### config.mk
export PLATFORM = sky130hd
export DESIGN_NAME = vna_isqrt
export DESIGN_NICKNAME = d
export VERILOG_FILES = /design/src/vna_pkg.sv /design/src/vna_isqrt.sv
export SDC_FILE = /design/constraint.sdc
export NUM_CORES = 1
export LEC_CHECK = 0
export BUFFER_PORTS_ARGS = -buffer_cell sky130_fd_sc_hd__buf_2
export CAP_MARGIN = 20
export CORE_ASPECT_RATIO = 1.75
export CORE_MARGIN = 2
export CORE_UTILIZATION = 60
export CTS_CLUSTER_DIAMETER = 100
export CTS_CLUSTER_SIZE = 20
export DETAILED_ROUTE_END_ITERATION = 8
export HOLD_SLACK_MARGIN = 0.02
export PLACE_DENSITY = 0.79
export SETUP_SLACK_MARGIN = 0.02
export SLEW_MARGIN = 20
export SYNTH_ARGS = -nofsm -noshare
export SYNTH_HDL_FRONTEND = slang
export SYNTH_SLANG_ARGS = --single-unit
### constraint.sdc
create_clock -name clk -period 18.1 [get_ports clk]
set_input_delay 5.43 -clock clk [delete_from_list [all_inputs] [get_ports clk]]
set_output_delay 5.43 -clock clk [all_outputs]
set_load 0.05 [all_outputs]
### src/vna_pkg.sv
// ----------------------------------------------------------------------------
// vna_pkg
// Types, constants and state codes shared by the vertex normal averaging unit.
// ----------------------------------------------------------------------------
package vna_pkg;

  localparam int VERTEX_SLOTS = 1024;
  localparam int IDX_W        = $clog2(VERTEX_SLOTS);
  localparam int MAX_FACES    = 255;
  localparam int TALLY_W      = 8;
  localparam int POS_W        = 32;
  localparam int SUM_W        = 24;
  localparam int NRM_W        = 16;
  localparam int QDEPTH       = 2;
  localparam int QPTR_W       = $clog2(QDEPTH);

  localparam logic [1:0] MODE_LOAD = 2'd0;
  localparam logic [1:0] MODE_FACE = 2'd1;
  localparam logic [1:0] MODE_READ = 2'd2;

  typedef enum logic [1:0] {
    KIND_LOAD,
    KIND_FACE,
    KIND_READ
  } kind_t;

  typedef struct packed {
    kind_t                   kind;
    logic [IDX_W-1:0]        idx;
    logic signed [POS_W-1:0] px;
    logic signed [POS_W-1:0] py;
    logic signed [POS_W-1:0] pz;
    logic [IDX_W-1:0]        ca;
    logic [IDX_W-1:0]        cb;
    logic [IDX_W-1:0]        cc;
  } item_t;

  typedef struct packed {
    logic signed [POS_W-1:0] px;
    logic signed [POS_W-1:0] py;
    logic signed [POS_W-1:0] pz;
  } pos_t;

  typedef struct packed {
    logic signed [SUM_W-1:0] sx;
    logic signed [SUM_W-1:0] sy;
    logic signed [SUM_W-1:0] sz;
    logic [TALLY_W-1:0]      tally;
    logic                    ovf;
  } stat_t;

  // divider request: partial remainder, divisor, low dividend bits, step count
  typedef struct packed {
    logic [31:0] rem_init;
    logic [31:0] den;
    logic [23:0] low;
    logic [4:0]  steps;
  } div_req_t;

  typedef struct packed {
    logic take;
    logic clearing;
  } bk_stat_t;

  typedef enum logic [4:0] {
    ST_CLEAR,
    ST_IDLE,
    ST_STAT_RD,
    ST_POS_B,
    ST_POS_A,
    ST_POS_C,
    ST_SCALE,
    ST_CROSS,
    ST_NORM_CHK,
    ST_NORM,
    ST_SQ,
    ST_SQRT_GO,
    ST_SQRT_WAIT,
    ST_DIV_GO,
    ST_DIV_WAIT,
    ST_ACC_RD,
    ST_ACC_WR,
    ST_OUT
  } bk_state_t;

endpackage

### src/vna_isqrt.sv
// ----------------------------------------------------------------------------
// vna_isqrt
// Integer square root of a 64-bit value, one result bit per cycle.
// ----------------------------------------------------------------------------
module vna_isqrt import vna_pkg::*; (
  input  logic        clk,
  input  logic        rst_n,
  input  logic        start,
  input  logic [63:0] n_in,
  output logic        done,
  output logic [31:0] root
);

  logic        busy_r, busy_nxt;
  logic        done_r, done_nxt;
  logic [63:0] n_r, n_nxt;
  logic [63:0] r_r, r_nxt;
  logic [63:0] bit_r, bit_nxt;
  logic [63:0] trial;

  assign done = done_r;
  assign root = r_r[31:0];

  always_comb begin
    busy_nxt = busy_r;
    done_nxt = 1'b0;
    n_nxt    = n_r;
    r_nxt    = r_r;
    bit_nxt  = bit_r;
    trial    = r_r + bit_r;
    if (start) begin
      busy_nxt = 1'b1;
      n_nxt    = n_in;
      r_nxt    = '0;
      bit_nxt  = 64'd1 << 62;
    end else if (busy_r) begin
      if (n_r >= trial) begin
        n_nxt = n_r - trial;
        r_nxt = (r_r >> 1) + bit_r;
      end else begin
        r_nxt = r_r >> 1;
      end
      bit_nxt = bit_r >> 2;
      if (bit_r[0]) begin
        busy_nxt = 1'b0;
        done_nxt = 1'b1;
      end
    end
  end

  always_ff @(posedge clk) begin
    if (!rst_n) begin
      busy_r <= 1'b0;
      done_r <= 1'b0;
    end else begin
      busy_r <= busy_nxt;
      done_r <= done_nxt;
    end
  end

  always_ff @(posedge clk) begin
    n_r   <= n_nxt;
    r_r   <= r_nxt;
    bit_r <= bit_nxt;
  end

endmodule

==> flow_summary_export.csv <==
group,metric,value,unit
outcome,status,"completed",
logic_synthesis,synth_adder_area_share,10.8,%
setup_path,worst_setup_path_end_kind,"flip-flop",
floorplanning,io_pins,100,
detailed_routing,vias_per_cell,6.62,
flow_run,maxCapViolCount,0,
power_and_ir_drop,vdd_drop_max,0.0989,mV
clock_network,cts-root-buf,"clkbuf_16",
logic_synthesis,synthTopCellsByArea,"dfxtp_1 (13%), edfxtp_1 (13%), ha_1 (11%)",
floorplanning,die_h,215,um
logic_synthesis,syn_area_per_cell,7.82,um2
logic_synthesis,synth.most_common_cell,"nand2_1",
global_route,grt_max_degree,87,
timing,slew_headroom,34.7,%
power_and_ir_drop,leakagePower,6.19,nW
setup_path,reg2reg_depth,23,
floorplanning,dieArea,26900,um2
logic_synthesis,postSynthCellCount,1958,
floorplanning,rows,77,
logic_synthesis,yosysTopAreaCell,"dfxtp_1",
logic_synthesis,synthDistinctLibCells,81,
setup_path,critPathArrivalTime,7990,ps
detailed_routing,drt_iter0_markers,1120,
timing,fin_skew,9.91,ps
clock_network,clock_sinks,162,
clock_network,htreeDepth,4,
global_route,antenna_found_initial,0,
timing,drv_slew,0,
global_route,track_usage,34.0,%
place,dp_hpwl,35200,um
logic_synthesis,synthSimpleGateAreaFrac,19.3,%
detailed_routing,drtPass1Iterations,6,
clock_network,cts_resized,0,
setup_path,critPathKind,"reg -> reg",
logic_synthesis,ys_ff_latch,162,
detailed_routing,final_antenna_net_count,0,
detailed_routing,drcViolationCount,0,
setup_path,r2r-start,"r_r[4]",
setup_path,rrSetupSlack,10200,ps
detailed_routing,num_vias,15000,
timing,hold_viol,0,
clock_network,postCtsSetupBuffers,0,
logic_synthesis,synth_edf_count,64,
hold_path,hold_depth,2,
detailed_routing,wl,46500,um
place,gp_congestion,0.968,
timing,rsz0062_at_grt,"no",
global_route,grt_overflow,0,
timing,tightest_slew,979,ps
logic_synthesis,async_flop_share,0,%
hold_path,holdPathEnd,"r_r[0]",
setup_path,crit_fanout,65,
detailed_routing,routedWlPerCell,20.5,um
timing,finalCriticalPeriod,7900,ps
clock_network,clkTransAtPathRegs,70,ps
final_layout,final_util,64.3,%
final_layout,drive_gt1_share,9.07,%
logic_synthesis,yosys.area.top_type_share,12.8,%
clock_network,clockBufferDepth,2,
final_layout,diodes,0,
clock_network,clkLatencyLatePin,450,ps
clock_network,postCtsHoldBufs,0,
global_route,grt_pass1_vias,14700,
logic_synthesis,synthMuxAreaShare,3.52,%
floorplanning,start_util,60.9,%
clock_network,cts_tree,"done",
clock_network,numCtsBuffers,17,
hold_path,min-delay-start,"r_r[0]",
logic_synthesis,ys_warn_count,0,
hold_path,hp-class,"reg -> reg",
place,io_buffers,99,
logic_synthesis,synth_commonest_cells,"nand2_1 (221), nor2_1 (199), o21ai_0 (157), a21oi_1 (146), ha_1 (130)",
floorplanning,coreArea,25100,um2
timing,max_freq,0.127,GHz
logic_synthesis,syn_nets,2156,
setup_path,rr_endpoint,"n_r[46]",
logic_synthesis,synth_flop_cell,"dfxtp_1",
logic_synthesis,synth_xor_area_share,8.41,%
setup_path,cp-start-kind,"flip-flop",
logic_synthesis,ys_seq_area_share,25.4,%
final_layout,syn2layout_area_growth,5.51,%
timing,finalCritPeriodShare,43.7,%
logic_synthesis,syn_area,15300,um2
timing,tns,0,ps
logic_synthesis,synth_top_family_by_area,"compound AO/OA/AOI/OAI gates",
logic_synthesis,synth_compound_area_share,27.5,%
setup_path,crit_required,18190,ps
global_route,grt_pass1_wl,74200,um
floorplanning,dieWidth,125,um
timing,setup_violations,0,
final_layout,finalNetCount,2137,
setup_path,startpoint,"r_r[4]",
power_and_ir_drop,power.density,132,nW/um2
report_power, final:
part	switching [W]	leakage, nW	internal (W)	total (W)
logic	0.000760	4.45	0.000447	0.00121
registers	0.0000773	1.44	0.000491	0.000568
clock network	0.000164	0.292	0.000200	0.000364
per-stage QoR:
stage                     hold slack [ps]  instances  instance area, um2  total power (W)  worst slack [ps]
final                                 510       2268               16200          0.00214             10200
after CTS                             514       2268               16200          0.00212             10380
after global placement                488       2236               15600          0.00174              9990
after detailed placement              504       2236               15600          0.00175              9910
after floorplan                       478       1958               15300          0.00149              8130
after global routing                  556       2268               16200          0.00228              9650
layer usage:
metal / GRT usage [%] / vias up / part of all wire [%]
met1: 34.5 / 7038 / 36
met3: 4.90 / 190 / 4.4
met5: 0 / - / 0
met2: 63.4 / 578 / 52
li1: - / 7210 / -
met4: 22.9 / 0 / 7.1
registers in the layout, indices dropped and copies added, names as in the netlist:
signal and cells:
bit_r 32, busy_r 1, done 1, n_r 64, r_r 64
cell families (layout without fill, tap and decap cells):
family	Yosys count	count (layout)
flip-flops	162	162
buffers and inverters	172	166
adder cells (fa/ha/maj)	131	131
AO/OA/AOI/OAI	648	648
AND/OR/NAND/NOR	645	645
multiplexers	53	53
XOR/XNOR	147	147
final cells by class:
class                   count  area (um2)
multi-input cells        1624       10600
repair buffers            105         547
fillers                  2244        8990
clock inverters            10        68.8
clock buffers              22         507
inverters                  29         109
well taps                 316         395
flip-flops and latches    162        3890
critical path, stage by stage (launching register included):
cell,delay (ps)
dfxtp_1,480
ha_1,300
and2_1,190
a21o_1,230
a31oi_1,460
o21ai_1,270
a211oi_1,490
o21a_1,280
o21bai_1,200
a31oi_1,510
o21ai_0,190
xnor2_1,250
ha_1,450
nand2_1,100
o21ai_1,200
a21oi_1,110
o21ai_1,220
a21oi_1,100
o21ai_0,220
a21oi_2,80
buf_4,270
and2_4,410
o21ai_4,780
buf_4,650
layout by cell type, fill, tap and decap left out, types with 43 or more instances in the layout:
cell        n
a21o_1     44
nor2_1    199
a31oi_1    63
xor2_1     65
ha_1      130
nand3_1    46
edfxtp_1   64
buf_2      98
xnor2_1    82
nand4_1    43
a21oi_1   145
dfxtp_1    97
mux2i_1    46
nand2_1   221
o21ai_0   156
worst max path at each step:
stage                     slack, ps  endpoint  depth (start not counted)
final                         10200   n_r[46]                         23
after global routing           9650   n_r[26]                         23
after CTS                     10380   n_r[26]                         23
after detailed placement       9910   n_r[22]                          4
after global placement         9990   n_r[22]                          4
after floorplan                8130    n_r[0]                         25
No activity file was read; power rests on OpenSTA's default activity.
