===== src/vna_pkg.sv =====
// ----------------------------------------------------------------------------
// vna_pkg
// Types, constants and state codes shared by the vertex normal averaging unit.
// ----------------------------------------------------------------------------
package vna_pkg;

  localparam int VERTEX_SLOTS = 1024;
  localparam int IDX_W        = $clog2(VERTEX_SLOTS);
  localparam int MAX_FACES    = 255;
  localparam int TALLY_W      = 8;
  localparam int POS_W        = 32;
  localparam int SUM_W        = 24;
  localparam int NRM_W        = 16;
  localparam int QDEPTH       = 2;
  localparam int QPTR_W       = $clog2(QDEPTH);

  localparam logic [1:0] MODE_LOAD = 2'd0;
  localparam logic [1:0] MODE_FACE = 2'd1;
  localparam logic [1:0] MODE_READ = 2'd2;

  typedef enum logic [1:0] {
    KIND_LOAD,
    KIND_FACE,
    KIND_READ
  } kind_t;

  typedef struct packed {
    kind_t                   kind;
    logic [IDX_W-1:0]        idx;
    logic signed [POS_W-1:0] px;
    logic signed [POS_W-1:0] py;
    logic signed [POS_W-1:0] pz;
    logic [IDX_W-1:0]        ca;
    logic [IDX_W-1:0]        cb;
    logic [IDX_W-1:0]        cc;
  } item_t;

  typedef struct packed {
    logic signed [POS_W-1:0] px;
    logic signed [POS_W-1:0] py;
    logic signed [POS_W-1:0] pz;
  } pos_t;

  typedef struct packed {
    logic signed [SUM_W-1:0] sx;
    logic signed [SUM_W-1:0] sy;
    logic signed [SUM_W-1:0] sz;
    logic [TALLY_W-1:0]      tally;
    logic                    ovf;
  } stat_t;

  // divider request: partial remainder, divisor, low dividend bits, step count
  typedef struct packed {
    logic [31:0] rem_init;
    logic [31:0] den;
    logic [23:0] low;
    logic [4:0]  steps;
  } div_req_t;

  typedef struct packed {
    logic take;
    logic clearing;
  } bk_stat_t;

  typedef enum logic [4:0] {
    ST_CLEAR,
    ST_IDLE,
    ST_STAT_RD,
    ST_POS_B,
    ST_POS_A,
    ST_POS_C,
    ST_SCALE,
    ST_CROSS,
    ST_NORM_CHK,
    ST_NORM,
    ST_SQ,
    ST_SQRT_GO,
    ST_SQRT_WAIT,
    ST_DIV_GO,
    ST_DIV_WAIT,
    ST_ACC_RD,
    ST_ACC_WR,
    ST_OUT
  } bk_state_t;

endpackage


===== src/vna_div.sv =====
// ----------------------------------------------------------------------------
// vna_div
// Restoring divider, one quotient bit per cycle, shared by face and read work.
// ----------------------------------------------------------------------------
module vna_div import vna_pkg::*; (
  input  logic        clk,
  input  logic        rst_n,
  input  logic        start,
  input  div_req_t    req,
  output logic        done,
  output logic [23:0] quo
);

  logic        busy_r, busy_nxt;
  logic        done_r, done_nxt;
  logic [31:0] rem_r, rem_nxt;
  logic [31:0] den_r, den_nxt;
  logic [23:0] low_r, low_nxt;
  logic [23:0] quo_r, quo_nxt;
  logic [4:0]  cnt_r, cnt_nxt;
  logic [32:0] trial;

  assign done = done_r;
  assign quo  = quo_r;

  always_comb begin
    busy_nxt = busy_r;
    done_nxt = 1'b0;
    rem_nxt  = rem_r;
    den_nxt  = den_r;
    low_nxt  = low_r;
    quo_nxt  = quo_r;
    cnt_nxt  = cnt_r;
    trial    = {rem_r, low_r[23]};
    if (start) begin
      busy_nxt = 1'b1;
      rem_nxt  = req.rem_init;
      den_nxt  = req.den;
      low_nxt  = req.low;
      quo_nxt  = '0;
      cnt_nxt  = req.steps;
    end else if (busy_r) begin
      low_nxt = {low_r[22:0], 1'b0};
      if (trial >= {1'b0, den_r}) begin
        rem_nxt = 32'(trial - {1'b0, den_r});
        quo_nxt = {quo_r[22:0], 1'b1};
      end else begin
        rem_nxt = trial[31:0];
        quo_nxt = {quo_r[22:0], 1'b0};
      end
      cnt_nxt = cnt_r - 1'b1;
      if (cnt_r == 5'd1) begin
        busy_nxt = 1'b0;
        done_nxt = 1'b1;
      end
    end
  end

  always_ff @(posedge clk) begin
    if (!rst_n) begin
      busy_r <= 1'b0;
      done_r <= 1'b0;
      cnt_r  <= '0;
    end else begin
      busy_r <= busy_nxt;
      done_r <= done_nxt;
      cnt_r  <= cnt_nxt;
    end
  end

  always_ff @(posedge clk) begin
    rem_r <= rem_nxt;
    den_r <= den_nxt;
    low_r <= low_nxt;
    quo_r <= quo_nxt;
  end

endmodule


===== config.mk =====
export PLATFORM = sky130hd
export DESIGN_NAME = vna_div
export DESIGN_NICKNAME = d
export VERILOG_FILES = /design/src/vna_pkg.sv /design/src/vna_div.sv
export SDC_FILE = /design/constraint.sdc
export NUM_CORES = 1
export LEC_CHECK = 0
export BUFFER_PORTS_ARGS = -buffer_cell sky130_fd_sc_hd__buf_2
export CORE_ASPECT_RATIO = 1.75
export CORE_MARGIN = 2
export CORE_UTILIZATION = 59
export CTS_CLUSTER_DIAMETER = 200
export DETAILED_ROUTE_END_ITERATION = 10
export PLACE_DENSITY = 0.82
export SLEW_MARGIN = 40
export SYNTH_ARGS = -nofsm -noshare
export SYNTH_HDL_FRONTEND = slang
export SYNTH_SLANG_ARGS = --single-unit

===== constraint.sdc =====
create_clock -name clk -period 4.68 [get_ports clk]
set_input_delay 0.234 -clock clk [delete_from_list [all_inputs] [get_ports clk]]
set_output_delay 0.234 -clock clk [all_outputs]
set_load 0.005 [all_outputs]

==> results.py <==
metrics = {
    "logic_synthesis": {
        "netlist_area_sq_mm": 0.006765,
        "synth-main-ff-cell": "edfxtp_1",
        "syn-num-nets": 776,
        "synthCells": 645,
        "ys.warnings.count": 0,
        "seq_area_frac_synth_pct": 48.23,
        "synth_cell_types": 60,
        "avgSynthCellArea_sq_um": 10.49,
        "async_reset_ff_share_pct": 0,
        "ys_ff_latch": 119,
        "synth_edf_count": 88,
    },
    "clock_network": {
        "cts.sinks": 119,
        "cts_root_buffer": "clkbuf_16",
        "cts_tree": "yes",
        "cts_buffer_depth": 2,
        "cts_resized": 0,
        "cts_setup_buffers": 0,
        "insertion_delay_ps": 410,
        "cts_hold_buf": 28,
        "h-tree-depth": 4,
        "clk_pin_slew_worst_paths_ps": 60,
        "cts_buffers": 17,
    },
    "global_routing": {
        "grt_start_max_net_pins": 73,
        "grt.total_usage_pct": 25.64,
        "overflow": 0,
        "grt_first_pass_wirelength_um": 25280,
        "grt_pass1_vias": 5548,
        "grt_antenna_before_repair": 0,
    },
    "run": {
        "maxCapViolCount": 0,
    },
    "sta": {
        "finalHoldViolations": 0,
        "slew_viol_final": 0,
        "rsz0062_at_grt": "false",
        "tightest_slew_ps": 759.7,
        "hold-worst-slack_ps": 6.499,
        "fmax_mhz": 307.5,
        "setup_viol": 0,
        "period_minus_slack_ps": 3252,
        "min_period_over_period_pct": 69.48,
        "finClkSkew_ps": 7.109,
        "fin_setup_tns_ps": 0,
        "relSlewSlack_pct": 49.36,
    },
    "place": {
        "portBuffers": 120,
        "hpwl_um": 10990,
        "gp_congestion": 0.9003,
    },
    "floorplanning": {
        "ios": 121,
        "num_rows": 51,
        "design.core.area_sq_mm": 0.01117,
        "initial_core_util_pct": 60.58,
        "fp.dieW_um": 84.95,
        "die_area_sq_mm": 0.01237,
        "die_h_um": 145.7,
    },
    "critical_path": {
        "crit_path_end_kind": "flip-flop",
        "reg2reg_to": "rem_r[29]",
        "crit_path_max_fanout": 63,
        "critPathKind": "flip-flop to flip-flop",
        "cp-start-kind": "flip-flop",
        "r2r_slack_ps": 1430,
        "critPathRequiredTime_ps": 4840,
        "reg2reg_depth": 8,
        "timing.rr.start": "rem_r[29]",
        "crit_arrival_ps": 3410,
    },
    "finish": {
        "diodes": 0,
        "final_nets": 909,
        "drive_gt1_share_pct": 24.65,
        "fillCellCount": 826,
        "mostFrequentLayoutCells": "buf_2, edfxtp_1, nor2_1, inv_1, nand2_1",
        "area_growth_syn_to_layout_pct": 21.25,
        "final_common_cell": "buf_2",
    },
    "power": {
        "p_per_area_mw_per_mm2": 527.4,
        "ir_worst_vdd_uv": 366.8,
        "p_leak_nw": 3.554,
    },
    "detailed_routing": {
        "via_count": 5353,
        "ant_nets": 0,
        "drt-total-wl_um": 15570,
        "wire_per_inst_um": 16.86,
        "drtIter0Drc": 355,
        "vias_per_cell": 5.800,
        "dr.pass1.iters": 6,
        "drc": 0,
    },
    "hold_path": {
        "min_path_type": "input port to flip-flop",
        "hold_end": "den_r[31]",
        "worstHoldStart": "req[60]",
        "hold_depth": 1,
    },
    "run_status": {
        "run_status": "complete, no violations",
    },
}
-- how the worst max path moves through the flow --
stage / cells after the start / from / end / slack [ps]
2_1_floorplan: 12 / low_r[23] / rem_r[28] / 1830
3_3_place_gp: 8 / rem_r[29] / rem_r[24] / 1210
3_5_place_dp: 8 / rem_r[29] / rem_r[29] / 1400
4_1_cts: 8 / rem_r[29] / rem_r[29] / 1390
5_1_grt: 8 / rem_r[29] / rem_r[27] / 1160
6_report: 8 / rem_r[29] / rem_r[29] / 1430
-- kinds of logic (layout without fill, tap and decap cells) --
group	count (synthesis)	after routing	synth area share, %
buffers and inverters	85	231	5.363
AO/OA/AOI/OAI	158	158	15.72
XOR/XNOR	29	29	3.754
AND/OR/NAND/NOR	165	165	11.84
multiplexers	54	54	8.507
flip-flops	119	119	48.23
adder cells (fa/ha/maj)	35	35	6.584
-- worst max-delay path, cell delays in order (launching register included) --
cell and delay [ps]:
edfxtp_1 400, ha_1 370, nand3b_1 160, nor2_1 60
a2111oi_0 640, and4_1 320, a21o_4 500, nor2_1 190
a221o_1 340
-- synthesized netlist by cell type (9+ instances only) --
library cell / instances / area (sq um)
a211oi_1: 9 / 67.56
a21o_1: 16 / 120.1
a21oi_1: 44 / 220.2
buf_2: 11 / 55.05
clkbuf_1: 15 / 56.30
dfxtp_1: 31 / 620.6
edfxtp_1: 88 / 2643
ha_1: 34 / 425.4
inv_1: 48 / 180.2
mux2_2: 28 / 315.3
mux2i_1: 26 / 260.3
nand2_1: 47 / 176.4
nand3_1: 9 / 45.04
nor2_1: 54 / 202.7
o21a_1: 16 / 120.1
o21ai_0: 20 / 100.1
o21ai_1: 12 / 60.06
xnor2_1: 17 / 148.9
xor2_1: 12 / 105.1
-- report_power, final --
group / internal (mW) / switching (mW) / total (mW)
combinational: 0.707 / 0.984 / 1.69
clock: 0.695 / 0.521 / 1.22
sequential: 1.34 / 0.0791 / 1.42
total: 2.74 / 1.58 / 4.33
-- sequential cells by signal, indices dropped and copies added, names as in the netlist --
name,count
rem_r,32
done,1
quo,24
low_r,24
cnt_r,5
busy_r,1
den_r,32
-- metrics by stage --
stage	area, sq um	instances	util, %	total power [mW]	worst slack, ps
floorplan	6765	645	-	2.772	1827
global placement	7375	863	66.04	3.039	1210
detailed placement	7381	863	66.10	3.085	1398
CTS	8203	923	73.46	4.327	1390
global route	8203	923	73.46	4.576	1161
finish	8203	923	73.46	4.326	1428
-- area by class of cell --
type | count | area [sq um] | share of cell area, %
Timing Repair Buffer | 151 | 905.9 | 11.04
Multi-Input combinational cell | 441 | 3147 | 38.36
Tap cell | 132 | 165.2 | 2.013
Clock inverter | 14 | 111.4 | 1.358
Clock buffer | 18 | 430.4 | 5.247
Inverter | 48 | 180.2 | 2.196
Sequential cell | 119 | 3263 | 39.78
-- routing by layer --
layer | vias to the layer above | part of all wire (%) | GRT usage, %
met5 | - | 0 | 0
met4 | 0 | 2.4 | 10.56
met3 | 34 | 4.0 | 5.389
met2 | 161 | 56 | 48.36
met1 | 2539 | 37 | 26.69
li1 | 2619 | - | -
(Power assumes the default switching activity.)
