**src/vna_pkg.sv**
```systemverilog
// ----------------------------------------------------------------------------
// vna_pkg
// Types, constants and state codes shared by the vertex normal averaging unit.
// ----------------------------------------------------------------------------
package vna_pkg;

  localparam int VERTEX_SLOTS = 1024;
  localparam int IDX_W        = $clog2(VERTEX_SLOTS);
  localparam int MAX_FACES    = 255;
  localparam int TALLY_W      = 8;
  localparam int POS_W        = 32;
  localparam int SUM_W        = 24;
  localparam int NRM_W        = 16;
  localparam int QDEPTH       = 2;
  localparam int QPTR_W       = $clog2(QDEPTH);

  localparam logic [1:0] MODE_LOAD = 2'd0;
  localparam logic [1:0] MODE_FACE = 2'd1;
  localparam logic [1:0] MODE_READ = 2'd2;

  typedef enum logic [1:0] {
    KIND_LOAD,
    KIND_FACE,
    KIND_READ
  } kind_t;

  typedef struct packed {
    kind_t                   kind;
    logic [IDX_W-1:0]        idx;
    logic signed [POS_W-1:0] px;
    logic signed [POS_W-1:0] py;
    logic signed [POS_W-1:0] pz;
    logic [IDX_W-1:0]        ca;
    logic [IDX_W-1:0]        cb;
    logic [IDX_W-1:0]        cc;
  } item_t;

  typedef struct packed {
    logic signed [POS_W-1:0] px;
    logic signed [POS_W-1:0] py;
    logic signed [POS_W-1:0] pz;
  } pos_t;

  typedef struct packed {
    logic signed [SUM_W-1:0] sx;
    logic signed [SUM_W-1:0] sy;
    logic signed [SUM_W-1:0] sz;
    logic [TALLY_W-1:0]      tally;
    logic                    ovf;
  } stat_t;

  // divider request: partial remainder, divisor, low dividend bits, step count
  typedef struct packed {
    logic [31:0] rem_init;
    logic [31:0] den;
    logic [23:0] low;
    logic [4:0]  steps;
  } div_req_t;

  typedef struct packed {
    logic take;
    logic clearing;
  } bk_stat_t;

  typedef enum logic [4:0] {
    ST_CLEAR,
    ST_IDLE,
    ST_STAT_RD,
    ST_POS_B,
    ST_POS_A,
    ST_POS_C,
    ST_SCALE,
    ST_CROSS,
    ST_NORM_CHK,
    ST_NORM,
    ST_SQ,
    ST_SQRT_GO,
    ST_SQRT_WAIT,
    ST_DIV_GO,
    ST_DIV_WAIT,
    ST_ACC_RD,
    ST_ACC_WR,
    ST_OUT
  } bk_state_t;

endpackage

```
**src/vna_in_if.sv**
```systemverilog
// ----------------------------------------------------------------------------
// vna_in_if
// Input channel: one vertex load, face or read word per handshake.
// ----------------------------------------------------------------------------
interface vna_in_if import vna_pkg::*; ();
  logic                    valid;
  logic                    ready;
  logic [1:0]              mode;
  logic [IDX_W-1:0]        vertex_index;
  logic signed [POS_W-1:0] pos_x;
  logic signed [POS_W-1:0] pos_y;
  logic signed [POS_W-1:0] pos_z;
  logic [IDX_W-1:0]        corner_a;
  logic [IDX_W-1:0]        corner_b;
  logic [IDX_W-1:0]        corner_c;

  modport source (output valid, mode, vertex_index, pos_x, pos_y, pos_z,
                  corner_a, corner_b, corner_c, input ready);
  modport sink (input valid, mode, vertex_index, pos_x, pos_y, pos_z,
                corner_a, corner_b, corner_c, output ready);
endinterface

```
**src/vna_front.sv**
```systemverilog
// ----------------------------------------------------------------------------
// vna_front
// Accepts input words, classifies them and holds them in a short queue.
// ----------------------------------------------------------------------------
module vna_front import vna_pkg::*; (
  input  logic     clk,
  input  logic     rst_n,
  vna_in_if.sink   in_ch,
  input  bk_stat_t bk_stat,
  output logic     q_valid,
  output item_t    q_item
);

  item_t             q_mem_r [QDEPTH];
  logic [QPTR_W-1:0] wr_ptr_r, wr_ptr_nxt;
  logic [QPTR_W-1:0] rd_ptr_r, rd_ptr_nxt;
  logic [QPTR_W:0]   count_r, count_nxt;
  logic              push, pop, known;
  item_t             cls;

  assign in_ch.ready = (count_r != QDEPTH[QPTR_W:0]) && !bk_stat.clearing;
  assign q_valid     = (count_r != '0);
  assign q_item      = q_mem_r[rd_ptr_r];
  assign pop         = q_valid && bk_stat.take;

  always_comb begin
    known    = 1'b1;
    cls.idx  = in_ch.vertex_index;
    cls.px   = in_ch.pos_x;
    cls.py   = in_ch.pos_y;
    cls.pz   = in_ch.pos_z;
    cls.ca   = in_ch.corner_a;
    cls.cb   = in_ch.corner_b;
    cls.cc   = in_ch.corner_c;
    case (in_ch.mode)
      MODE_LOAD: cls.kind = KIND_LOAD;
      MODE_FACE: cls.kind = KIND_FACE;
      MODE_READ: cls.kind = KIND_READ;
      default: begin
        // drop the undefined mode here
        cls.kind = KIND_LOAD;
        known    = 1'b0;
      end
    endcase
  end

  assign push = in_ch.valid && in_ch.ready && known;

  always_comb begin
    wr_ptr_nxt = push ? wr_ptr_r + 1'b1 : wr_ptr_r;
    rd_ptr_nxt = pop ? rd_ptr_r + 1'b1 : rd_ptr_r;
    count_nxt  = count_r;
    case ({push, pop})
      2'b10:   count_nxt = count_r + 1'b1;
      2'b01:   count_nxt = count_r - 1'b1;
      default: count_nxt = count_r;
    endcase
  end

  always_ff @(posedge clk) begin
    if (!rst_n) begin
      wr_ptr_r <= '0;
      rd_ptr_r <= '0;
      count_r  <= '0;
    end else begin
      wr_ptr_r <= wr_ptr_nxt;
      rd_ptr_r <= rd_ptr_nxt;
      count_r  <= count_nxt;
    end
  end

  always_ff @(posedge clk) begin
    if (push) begin
      q_mem_r[wr_ptr_r] <= cls;
    end
  end

  a_count_bound: assert property (@(posedge clk) disable iff (!rst_n)
    count_r <= QDEPTH[QPTR_W:0])
    else $error("queue count beyond depth");

  a_no_push_clear: assert property (@(posedge clk) disable iff (!rst_n)
    bk_stat.clearing |-> !push)
    else $error("word queued during clearing sweep");

  a_count_track: assert property (@(posedge clk) disable iff (!rst_n)
    (push && !pop) |=> count_r == $past(count_r) + 1'b1)
    else $error("queue count lost a push");

endmodule

```
**src/flat_wrapper.sv**
```systemverilog
// flat-port wrapper written by rule: the top's interface ports become plain ports
module vna_front_flat import vna_pkg::*;
  (clk, rst_n, bk_stat, q_valid, q_item, in_ch_valid, in_ch_mode, in_ch_vertex_index, in_ch_pos_x, in_ch_pos_y, in_ch_pos_z, in_ch_corner_a, in_ch_corner_b, in_ch_corner_c, in_ch_ready);
  vna_in_if in_ch_i ();
  input  logic clk;
  input  logic rst_n;
  input  bk_stat_t bk_stat;
  output logic q_valid;
  output item_t q_item;
  input wire logic [$bits(in_ch_i.valid)-1:0] in_ch_valid;
  input wire logic [$bits(in_ch_i.mode)-1:0] in_ch_mode;
  input wire logic [$bits(in_ch_i.vertex_index)-1:0] in_ch_vertex_index;
  input wire logic [$bits(in_ch_i.pos_x)-1:0] in_ch_pos_x;
  input wire logic [$bits(in_ch_i.pos_y)-1:0] in_ch_pos_y;
  input wire logic [$bits(in_ch_i.pos_z)-1:0] in_ch_pos_z;
  input wire logic [$bits(in_ch_i.corner_a)-1:0] in_ch_corner_a;
  input wire logic [$bits(in_ch_i.corner_b)-1:0] in_ch_corner_b;
  input wire logic [$bits(in_ch_i.corner_c)-1:0] in_ch_corner_c;
  output wire logic [$bits(in_ch_i.ready)-1:0] in_ch_ready;
  assign in_ch_i.valid = in_ch_valid;
  assign in_ch_i.mode = in_ch_mode;
  assign in_ch_i.vertex_index = in_ch_vertex_index;
  assign in_ch_i.pos_x = in_ch_pos_x;
  assign in_ch_i.pos_y = in_ch_pos_y;
  assign in_ch_i.pos_z = in_ch_pos_z;
  assign in_ch_i.corner_a = in_ch_corner_a;
  assign in_ch_i.corner_b = in_ch_corner_b;
  assign in_ch_i.corner_c = in_ch_corner_c;
  assign in_ch_ready = in_ch_i.ready;
  vna_front u_core (.clk(clk), .rst_n(rst_n), .in_ch(in_ch_i), .bk_stat(bk_stat), .q_valid(q_valid), .q_item(q_item));
endmodule
```
**config.mk**
```make
export PLATFORM = sky130hd
export DESIGN_NAME = vna_front_flat
export DESIGN_NICKNAME = d
export VERILOG_FILES = /design/src/vna_pkg.sv /design/src/vna_in_if.sv /design/src/vna_front.sv /design/src/flat_wrapper.sv
export SDC_FILE = /design/constraint.sdc
export NUM_CORES = 1
export LEC_CHECK = 0
export BUFFER_PORTS_ARGS = -buffer_cell sky130_fd_sc_hd__clkbuf_2
export CAP_MARGIN = 10
export CORE_MARGIN = 2
export CORE_UTILIZATION = 23
export CTS_CLUSTER_DIAMETER = 200
export DETAILED_ROUTE_END_ITERATION = 6
export PLACE_DENSITY = 0.49
export SLEW_MARGIN = 20
export SYNTH_ARGS = -nofsm -noshare
export SYNTH_HDL_FRONTEND = slang
export SYNTH_SLANG_ARGS = --single-unit
```
**constraint.sdc**
```tcl
create_clock -name clk -period 7.3 [get_ports clk]
set_clock_uncertainty 0.15 [all_clocks]
set_input_delay 0.365 -clock clk [delete_from_list [all_inputs] [get_ports clk]]
set_output_delay 0.365 -clock clk [all_outputs]
set_load 0.01 [all_outputs]
```
==> results.sh, run 1 <==
export IMPL_ys_seq_area_share_pct=82.45
export IMPL_hpwl_um=14440
export IMPL_drive_gt1_share_pct=51.13
export IMPL_tns_ns=0
export IMPL_setup_worst_path_start_class="flip-flop"
export IMPL_post_cts_setup_buffers=0
export IMPL_numPortBuffers=282
export IMPL_relSlewSlack_pct=30.87
export IMPL_synth_area_leaders="edfxtp_1 (81%), mux2_2 (15%), dfxtp_1 (0.98%), buf_2 (0.74%), nor2b_1 (0.31%)"
export IMPL_critical_path_max_stage_delay_ns=0.73
export IMPL_holdCritStartpoint="bk_stat[1]"
export IMPL_grt_pass1_wl_um=35770
export IMPL_reg2reg_to="u_core.q_mem_r[1][47]$_DFFE_PP_"
export IMPL_crit_path_max_fanout=58
export IMPL_ios=283
export IMPL_n_antenna_cell=0
export IMPL_seq_area_um2=8392
export IMPL_path_clk_slew_ns=0.05
export IMPL_holdPathEnd="u_core.rd_ptr_r$_SDFFE_PN0P_"
export IMPL_ant_nets=0
export IMPL_switching_share_pct=25.05
export IMPL_cts_inserted_buffers=34
export IMPL_crit_required_ns=7.29
export IMPL_r2r_start="u_core.count_r[0]$_SDFFE_PN0P_"
export IMPL_rsz0062_at_grt="no"
export IMPL_drc=0
export IMPL_core_um2=43930
export IMPL_synth_cells=458
export IMPL_area_growth_pct=44.84
export IMPL_irDropWorstVdd_mv=0.1879
export IMPL_met3WireLength_um=1459
export IMPL_drt_wl_total_um=23380
export IMPL_power_frac_seq_pct=44.5
export IMPL_dr_total_vias=5792
export IMPL_wl_met1_um=10050
export IMPL_grt_util_all_layers_pct=10.14
export IMPL_finalNetCount=1050
export IMPL_n_fill_cell=4283
export IMPL_crit_family="simple AND/OR/NAND/NOR gates"
export IMPL_syn_nets=602
export IMPL_clockPowerShare_pct=36.5
export IMPL_crit_arrival_ns=2.94
export IMPL_path_class="flip-flop to flip-flop"
export IMPL_setup_viol=0
export IMPL_path_buf_inv=1
export IMPL_pre_cts_ws_ns=4.298
export IMPL_reg2reg_depth=4
export IMPL_min_path_type="input port to flip-flop"
export IMPL_p_sw_uw=1063
export IMPL_final_hold_violation_count=0
export IMPL_final_cell_mix="clkbuf_2 (282), edfxtp_1 (276), dlygate4sd3_1 (139)"
export IMPL_start_util_pct=23.16
export IMPL_r2r_setup_slack_ns=4.36
export IMPL_die_h_um=214.3
export IMPL_rows=77
export IMPL_synth_seq_cells=281
export IMPL_combPwrFrac_pct=18.9
export IMPL_cts_sinks=281
export IMPL_drt_initial_drc_count=197
export IMPL_wl_met2_um=11220
export IMPL_avgViaCountPerCell=3.808
export IMPL_multi_input_area_um2=1722
export IMPL_avgSynthCellArea_um2=22.21
export IMPL_overflow=0
export IMPL_holdPathStages=4
export IMPL_cts_max_level=2
export IMPL_maxUsedRoutingLayer="met5"
export IMPL_drv_cap=0
export IMPL_cts_tree="yes"
export IMPL_cp_cell_sequence="nor2b_1, nand4bb_1, nor2_4, buf_4"
export IMPL_min_period_over_period_pct=40.32
export IMPL_clk_path_buf_depth=3
export IMPL_power_density_nw_per_um2=287.9
export IMPL_synth_distinct_cells=18
export IMPL_p_leak_uw=0.005413
export IMPL_insertion_delay_ns=0.51
export IMPL_die_area_um2=45930
export IMPL_cts_root_buf="clkbuf_16"
export IMPL_synth_top_area_cell="edfxtp_1"
export IMPL_final_common_cell="clkbuf_2"
export IMPL_syn_area_um2=10170
export IMPL_finalCriticalPeriod_ns=2.943
export IMPL_crit_path_end_kind="flip-flop"
export IMPL_gp_congestion=0.7031
export IMPL_drt_wirelength_per_cell_um=15.37
export IMPL_maxSlewViolCount=0
export IMPL_synth_top_area_share_pct=81.47
export IMPL_fmax_ghz=0.3398
export IMPL_die_w_um=214.3
export IMPL_synth_warnings=0
export IMPL_drt_first_pass_iters=4
export IMPL_p_int_uw=3179
export IMPL_outcome="complete, no violations"
export IMPL_antenna_found_initial=2
export IMPL_grt_max_degree=71
export IMPL_grt_pass1_vias=6377
export IMPL_slowest_stage="buf_4"
export IMPL_postLayoutSetupSlackWorst_ns=4.357
export IMPL_worstMarginPinSlew_ns=1.037
[stage by stage]
| stage | instances | hold WS, ns | cell area [µm²] | total power [µW] | util, % |
|---|---|---|---|---|---|
| finish | 1521 | 0.1496 | 14740 | 4242 | 33.54 |
| global route | 1521 | 0.1404 | 14740 | 4446 | 33.54 |
| CTS | 1521 | 0.1126 | 14740 | 4336 | 33.54 |
| detailed placement | 1323 | 0.3583 | 12310 | 2684 | 28.03 |
| global placement | 1323 | 0.3405 | 12310 | 2679 | 28.03 |
| floorplan | 458 | 0.3014 | 10170 | 2383 | - |
[worst min-delay path, stage by stage]
cell	delay [ns]
clkbuf_2	0.07
o21a_1	0.15
xnor2_1	0.09
nor2b_1	0.10
[registers in the layout, summed over array words and instances, names as in the netlist, named ones only]
name and cells:
u_core.count_r 2, u_core.rd_ptr_r 1, u_core.wr_ptr_r 1, u_core.q_mem_r 276
[power groups by stage]
stage / Clock, µW / Sequential, µW / Combinational, µW
2_1_floorplan: 0 / 1920 / 461
3_3_place_gp: 0 / 1920 / 759
3_5_place_dp: 0 / 1920 / 760
4_1_cts: 1620 / 1890 / 826
5_1_grt: 1680 / 1900 / 868
6_report: 1550 / 1890 / 803
[metal layers]
| layer | up-vias | GRT usage [%] |
|---|---|---|
| met2 | 170 | 16.93 |
| met3 | 43 | 3.191 |
| met1 | 2856 | 12.12 |
| met4 | 4 | 4.190 |
| li1 | 2719 | - |
| met5 | - | 0 |
[logic make-up (layout without fill, tap and decap cells)]
family,Yosys count,after routing,synth area share (%)
xor+xnor,3,3,0.2583
buf+inv,16,487,0.7748
simple gates,15,15,0.8241
compound gates,3,3,0.1968
mux,139,139,15.37
flops,281,281,82.45
fa+ha+maj,1,1,0.1230
[repair_timing]
item                                    CTS  global route
endpoints found under the setup margin    0             0
gates resized for setup                   0             0
hold endpoints to repair                281             0
hold buffers                            139             0
[cells in the mapped netlist (all sizes together)]
| library cell | number |
|---|---|
| a21boi | 1 |
| and2 | 1 |
| buf | 15 |
| dfxtp | 5 |
| edfxtp | 276 |
| ha | 1 |
| inv | 1 |
| mux2 | 138 |
| mux2i | 1 |
| nand2 | 3 |
| nand4bb | 1 |
| nor2 | 3 |
| nor2b | 5 |
| o21a | 1 |
| o21ai | 1 |
| or2 | 1 |
| or3 | 1 |
| xnor2 | 3 |
[worst max-delay path by stage]
stage | end | cells past startpoint | start | slack [ns]
2_1_floorplan | u_core.q_mem_r[0][0]$_DFFE_PP_ | 3 | u_core.count_r[0]$_SDFFE_PN0P_ | 0.007
3_3_place_gp | u_core.q_mem_r[1][43]$_DFFE_PP_ | 4 | u_core.count_r[0]$_SDFFE_PN0P_ | 4.33
3_5_place_dp | u_core.q_mem_r[1][39]$_DFFE_PP_ | 4 | u_core.count_r[0]$_SDFFE_PN0P_ | 4.30
4_1_cts | q_item[22] | 3 | flip-flop | 4.26
5_1_grt | u_core.q_mem_r[1][27]$_DFFE_PP_ | 4 | u_core.count_r[0]$_SDFFE_PN0P_ | 4.12
6_report | u_core.q_mem_r[1][47]$_DFFE_PP_ | 4 | u_core.count_r[0]$_SDFFE_PN0P_ | 4.36
[area by class of cell]
type | instances | share of cell area [%]
Sequential cell | 281 | 56.95
Timing Repair Buffer | 427 | 19.33
Multi-Input combinational cell | 161 | 11.68
Clock buffer | 46 | 6.513
Tap cell | 592 | 5.027
Clock inverter | 13 | 0.4755
Inverter | 1 | 0.02547
Power figures use the tool's default switching activity.
==> run 2, diff against run 1 <==
PLACE_DENSITY = 0.48   (was 0.49)
clock period = 3.1 ns   (was 7.3 ns; I/O delays follow)
==> results.sh, run 2 (synthesized netlist as in run 1, its figures left out) <==
export IMPL_outcome="complete, no violations"
export IMPL_cp_cell_sequence="buf_12, mux2_2, clkbuf_2"
export IMPL_cp_depth=3
export IMPL_antenna_found_initial=2
export IMPL_clk_path_buf_depth=3
export IMPL_ios=283
export IMPL_drt_initial_drc_count=174
export IMPL_r2r_start="u_core.count_r[1]$_SDFFE_PN0P_"
export IMPL_gp_congestion=0.6736
export IMPL_reg2reg_depth=4
export IMPL_drv_cap=0
export IMPL_seq_area_um2=8394
export IMPL_crit_family="flip-flops"
export IMPL_crit_path_end_kind="primary output"
export IMPL_cts_max_level=1
export IMPL_crit_arrival_ns=2.11
export IMPL_hold_ws_ns=0.1262
export IMPL_maxSlewViolCount=0
export IMPL_n_fill_cell=4279
export IMPL_finalNetCount=1056
export IMPL_path_buf_inv=2
export IMPL_area_growth_pct=46.94
export IMPL_hpwl_um=13610
export IMPL_grt_pass1_vias=6356
export IMPL_overflow=0
export IMPL_path_class="flip-flop to primary output"
export IMPL_worstMarginPinSlew_ns=0.4996
export IMPL_avgViaCountPerCell=3.788
export IMPL_insertion_delay_ns=0.56
export IMPL_crit_required_ns=2.79
export IMPL_path_clk_slew_ns=0.06
export IMPL_multi_input_area_um2=1745
export IMPL_drt_wl_total_um=22230
export IMPL_post_cts_setup_buffers=0
export IMPL_min_path_type="input port to flip-flop"
export IMPL_holdPathStages=4
export IMPL_p_leak_uw=0.005481
export IMPL_drc=0
export IMPL_crit_path_max_fanout=64
export IMPL_final_common_cell="clkbuf_2"
export IMPL_rows=77
export IMPL_start_util_pct=23.16
export IMPL_die_h_um=214.3
export IMPL_setup_worst_path_end="q_item[134]"
export IMPL_final_hold_violation_count=0
export IMPL_setup_viol=0
export IMPL_largest_reg_flops=276
export IMPL_cts_sinks=281
export IMPL_power_density_nw_per_um2=674.3
export IMPL_critical_path_max_stage_delay_ns=0.55
export IMPL_final_cell_mix="clkbuf_2 (282), edfxtp_1 (276), dlygate4sd3_1 (143)"
export IMPL_fin_area_um2=14950
export IMPL_grt_max_degree=78
export IMPL_drive_gt1_share_pct=51.76
export IMPL_cts_tree="yes"
export IMPL_ant_nets=0
export IMPL_reg2reg_to="u_core.q_mem_r[0][1]$_DFFE_PP_"
export IMPL_die_w_um=214.3
export IMPL_core_um2=43930
export IMPL_fmax_ghz=0.4144
export IMPL_grt_pass1_wl_um=35050
export IMPL_cts_inserted_buffers=31
export IMPL_rsz0062_at_grt="no"
export IMPL_top_regs="u_core.q_mem_r x276, u_core.count_r x2"
export IMPL_min_period_over_period_pct=77.84
export IMPL_irDropWorstVdd_mv=0.4851
export IMPL_drt_first_pass_iters=4
export IMPL_r2r_setup_slack_ns=1.21
export IMPL_postCtsHoldBufs=143
export IMPL_setup_worst_path_start_class="flip-flop"
export IMPL_slowest_stage="dfxtp_4"
export IMPL_top_register="u_core.q_mem_r"
export IMPL_drt_wirelength_per_cell_um=14.52
export IMPL_finalCriticalPeriod_ns=2.413
export IMPL_relSlewSlack_pct=66.69
export IMPL_die_area_um2=45930
export IMPL_post_cts_resize_count=0
export IMPL_numPortBuffers=282
export IMPL_grt_util_all_layers_pct=9.618
export IMPL_postPlaceCellArea_um2=12470
export IMPL_cts_root_buf="clkbuf_16"
export IMPL_dr_total_vias=5800
-- run 2: cell types whose count changed in the layout (fill, tap and decap cells not counted), moves of 4 or more --
cell	change
bufinv_16	+5
clkbuf_16	-6
dlygate4sd3_1	+4
buf_12	+7
clkbuf_1	-4
-- run 2: final cells by class --
type | count | share of cell area, %
inverter | 1 | 0.02511
clock buffer | 38 | 5.499
sequential | 281 | 56.15
timing repair buffer | 436 | 20.15
antenna | 2 | 0.03348
tap | 592 | 4.955
multi-input combinational | 161 | 11.68
clock inverter | 20 | 1.507
-- run 2: worst min path at each step --
stage / start / endpoint
detailed placement: in_ch_pos_y[21] / u_core.q_mem_r[0][83]$_DFFE_PP_
global placement: in_ch_pos_y[13] / u_core.q_mem_r[0][75]$_DFFE_PP_
global route: bk_stat[0] / u_core.q_mem_r[1][9]$_DFFE_PP_
floorplan: in_ch_corner_c[0] / u_core.q_mem_r[0][0]$_DFFE_PP_
CTS: bk_stat[0] / u_core.count_r[1]$_SDFFE_PN0P_
finish: bk_stat[0] / u_core.q_mem_r[1][9]$_DFFE_PP_
-- run 2: power by group --
group | switching [µW] | total, µW | internal [µW]
Clock | 1430 | 3710 | 2280
Combinational | 929 | 1910 | 977
Sequential | 82.3 | 4460 | 4380
-- run 2: worst min-delay path: cells and delay by family --
family | cells | cell delay, ns
AND/OR/NAND/NOR | 2 | 0.25
buffers and inverters | 2 | 0.25
-- run 2: routing by layer --
metal / GRT usage (%) / up-vias / wire length, µm
met3: 3.546 / 48 / 1790
met1: 11.33 / 2804 / 9217
met4: 2.963 / 0 / 681
met2: 16.33 / 210 / 10550
li1: - / 2738 / -
met5: 0 / - / 0
-- run 2: stage by stage --
step                utilization [%]  setup TNS [ns]  instances  setup slack, ns  power [µW]
floorplan                         -          -63.98        458          -0.2431        5598
global placement              28.37               0       1328            1.197        6351
detailed placement            28.37               0       1328            1.193        6350
CTS                           34.02               0       1529           0.6154       10310
global route                  34.02               0       1530           0.5509       10550
finish                        34.03               0       1531           0.6869       10080
==> run 3, diff against run 2 <==
ABC_AREA = 1   (was unset)
clock period = 2.3 ns   (was 3.1 ns; I/O delays follow)
==> results.sh, run 3 <==
export IMPL_path_clk_slew_ns=0.06
export IMPL_ios=283
export IMPL_wl_met2_um=11340
export IMPL_slowest_stage="dlygate4sd3_1"
export IMPL_reg2reg_depth=6
export IMPL_synth_distinct_cells=16
export IMPL_crit_path_max_fanout=4
export IMPL_die_w_um=215.2
export IMPL_grt_pass1_wl_um=35250
export IMPL_syn_nets=611
export IMPL_synth_edff_count=276
export IMPL_irDropWorstVdd_mv=0.5085
export IMPL_cp_startpoint="u_core.count_r[0]$_SDFFE_PN0P_"
export IMPL_ant_nets=0
export IMPL_postPlaceCellArea_um2=12550
export IMPL_post_cts_resize_count=0
export IMPL_drt_first_pass_iters=6
export IMPL_cts_inserted_buffers=31
export IMPL_grt_max_degree=52
export IMPL_combPwrFrac_pct=13.2
export IMPL_synthFlopType="edfxtp_1"
export IMPL_antenna_found_initial=0
export IMPL_finalCriticalPeriod_ns=2.109
export IMPL_async_flop_share_pct=0
export IMPL_area_growth_pct=45.64
export IMPL_setup_viol=0
export IMPL_r2r_start="u_core.count_r[0]$_SDFFE_PN0P_"
export IMPL_drt_wl_total_um=23150
export IMPL_power_density_nw_per_um2=797.2
export IMPL_path_buf_inv=3
export IMPL_crit_arrival_ns=2.47
export IMPL_holdPathStages=6
export IMPL_start_util_pct=23.24
export IMPL_die_area_um2=46300
export IMPL_final_hold_violation_count=0
export IMPL_finalNetCount=1077
export IMPL_fin_area_um2=14940
export IMPL_drv_cap=0
export IMPL_p_sw_uw=2687
export IMPL_critical_path_max_stage_delay_ns=0.56
export IMPL_cts_sinks=281
export IMPL_die_h_um=215.2
export IMPL_min_path_type="input port to flip-flop"
export IMPL_cts_tree="yes"
export IMPL_top_regs="u_core.q_mem_r x276, u_core.count_r x2"
export IMPL_power_frac_seq_pct=49.3
export IMPL_largest_reg_flops=276
export IMPL_grt_pass1_vias=6171
export IMPL_p_int_uw=9221
export IMPL_cp_depth=6
export IMPL_clk_path_buf_depth=3
export IMPL_maxSlewViolCount=0
export IMPL_syn_area_um2=10260
export IMPL_synth_warnings=0
export IMPL_cts_root_buf="clkbuf_16"
export IMPL_crit_family="buffers and inverters"
export IMPL_cp_cell_sequence="inv_2, a21oi_4, a21oi_1, dlygate4sd3_1, nor2_1, dlygate4sd3_1"
export IMPL_hpwl_um=15260
export IMPL_avgSynthCellArea_um2=21.96
export IMPL_grt_util_all_layers_pct=9.802
export IMPL_core_um2=44120
export IMPL_wl_met1_um=9525
export IMPL_clockPowerShare_pct=37.5
export IMPL_worstMarginPinSlew_ns=0.3665
export IMPL_rsz0062_at_grt="no"
export IMPL_fmax_ghz=0.4741
export IMPL_drc=0
export IMPL_crit_path_end_kind="flip-flop"
export IMPL_final_cell_mix="clkbuf_2 (282), edfxtp_1 (276), dlygate4sd3_1 (145)"
export IMPL_relSlewSlack_pct=75.57
export IMPL_holdCritStartpoint="in_ch_valid"
export IMPL_switching_share_pct=22.56
export IMPL_path_class="flip-flop to flip-flop"
export IMPL_n_antenna_cell=0
export IMPL_drt_wirelength_per_cell_um=14.96
export IMPL_overflow=0
export IMPL_drt_initial_drc_count=189
export IMPL_post_place_cells=1344
export IMPL_fin_util_pct=33.85
export IMPL_setup_worst_path_start_class="flip-flop"
export IMPL_insertion_delay_ns=0.56
export IMPL_synth_cells=467
export IMPL_synth_seq_cells=281
export IMPL_postLayoutSetupSlackWorst_ns=0.1908
export IMPL_min_period_over_period_pct=91.71
export IMPL_crit_required_ns=2.66
export IMPL_p_leak_uw=0.005522
export IMPL_synth_top_area_share_pct=80.81
export IMPL_post_synth_top_count_cell="edfxtp_1"
export IMPL_met3WireLength_um=1693
export IMPL_synth_top_area_cell="edfxtp_1"
export IMPL_outcome="complete, no violations"
export IMPL_dr_total_vias=5880
export IMPL_rows=77
export IMPL_drive_gt1_share_pct=51.31
export IMPL_tns_ns=0
export IMPL_cts_max_level=1
export IMPL_avgViaCountPerCell=3.801
export IMPL_pre_cts_ws_ns=0.5232
export IMPL_synth_area_leaders="edfxtp_1 (81%), mux2_2 (15%), buf_6 (1.5%), dfxtp_1 (0.98%), nor2_1 (0.29%)"
export IMPL_ys_seq_area_share_pct=81.79
export IMPL_gp_congestion=0.6843
export IMPL_final_common_cell="clkbuf_2"
export IMPL_path_common_cell="dlygate4sd3_1"
export IMPL_fin_cells=1547
export IMPL_synth_common_cells="edfxtp_1 (276), mux2_2 (138), buf_6 (14), nor2_1 (8)"
export IMPL_top_register="u_core.q_mem_r"
export IMPL_maxUsedRoutingLayer="met4"
export IMPL_numPortBuffers=282
## run 3: cell types whose count changed after synthesis, sizes merged, moves of 3 or more
cell	delta
nor2b	-5
nor2	+5
nand2	+4
xnor2	-3
a21oi	+4
inv	+6
## run 3: stage by stage
stage	total power [µW]	hold slack [ns]
after floorplan	6754	0.06387
after global placement	7359	0.1533
after detailed placement	7368	0.1572
after CTS	12150	0.02439
after global routing	12450	0.06038
final	11910	0.07178
## run 3: power by group through the flow
stage / combinational (µW) / clock, µW / sequential [µW]
floorplan: 772 / 0 / 5980
global placement: 1370 / 0 / 5990
detailed placement: 1380 / 0 / 5990
CTS: 1590 / 4670 / 5880
global route: 1700 / 4860 / 5890
finish: 1570 / 4470 / 5880
## run 3: worst paths after layout
| check | endpoint | slack (ns) |
|---|---|---|
| worst max-delay path | u_core.wr_ptr_r$_SDFFE_PN0N_ | 0.19 |
| worst min-delay path | u_core.q_mem_r[0][114]$_DFFE_PP_ | 0.07 |
| worst max register to register | u_core.wr_ptr_r$_SDFFE_PN0N_ | 0.19 |
| worst min register to register | u_core.rd_ptr_r$_SDFFE_PN0P_ | 0.35 |
## run 3: final cells by class
type / instances / area (µm²)
fillers: 4332 / 29190
flip-flops and latches: 281 / 8394
repair buffers: 448 / 3158
multi-input cells: 164 / 1700
clock buffers: 39 / 805.8
well taps: 592 / 740.7
clock inverters: 16 / 107.6
inverters: 7 / 30.03
## run 3: tightest hold or removal path: stages
cell and delay, ns:
clkbuf_2 0.08, inv_1 0.05, a21oi_1 0.06, nand2_2 0.10, nor2_4 0.05, buf_12 0.15
## run 3: timing repair
action                                  CTS  global route
hold buffers                            145             0
buffers inserted                          0             3
endpoints found under the setup margin    0            12
hold endpoints to repair                291             0
## run 3: logic make-up (layout without fill, tap and decap cells)
logic type	after synthesis	count (layout)	synth area share, %
buffers and inverters	22	510	1.842
muxes	138	138	15.15
and+or+nand+nor	18	18	0.7199
DFF	281	281	81.79
adders and majority gates	1	1	0.1220
AOI/OAI and AO/OA	7	7	0.3782
## run 3: routing by layer
metal	global-route usage, %	vias up
met5	0	-
met4	2.713	0
met3	3.439	34
met2	16.47	177
met1	11.90	2891
li1	-	2778
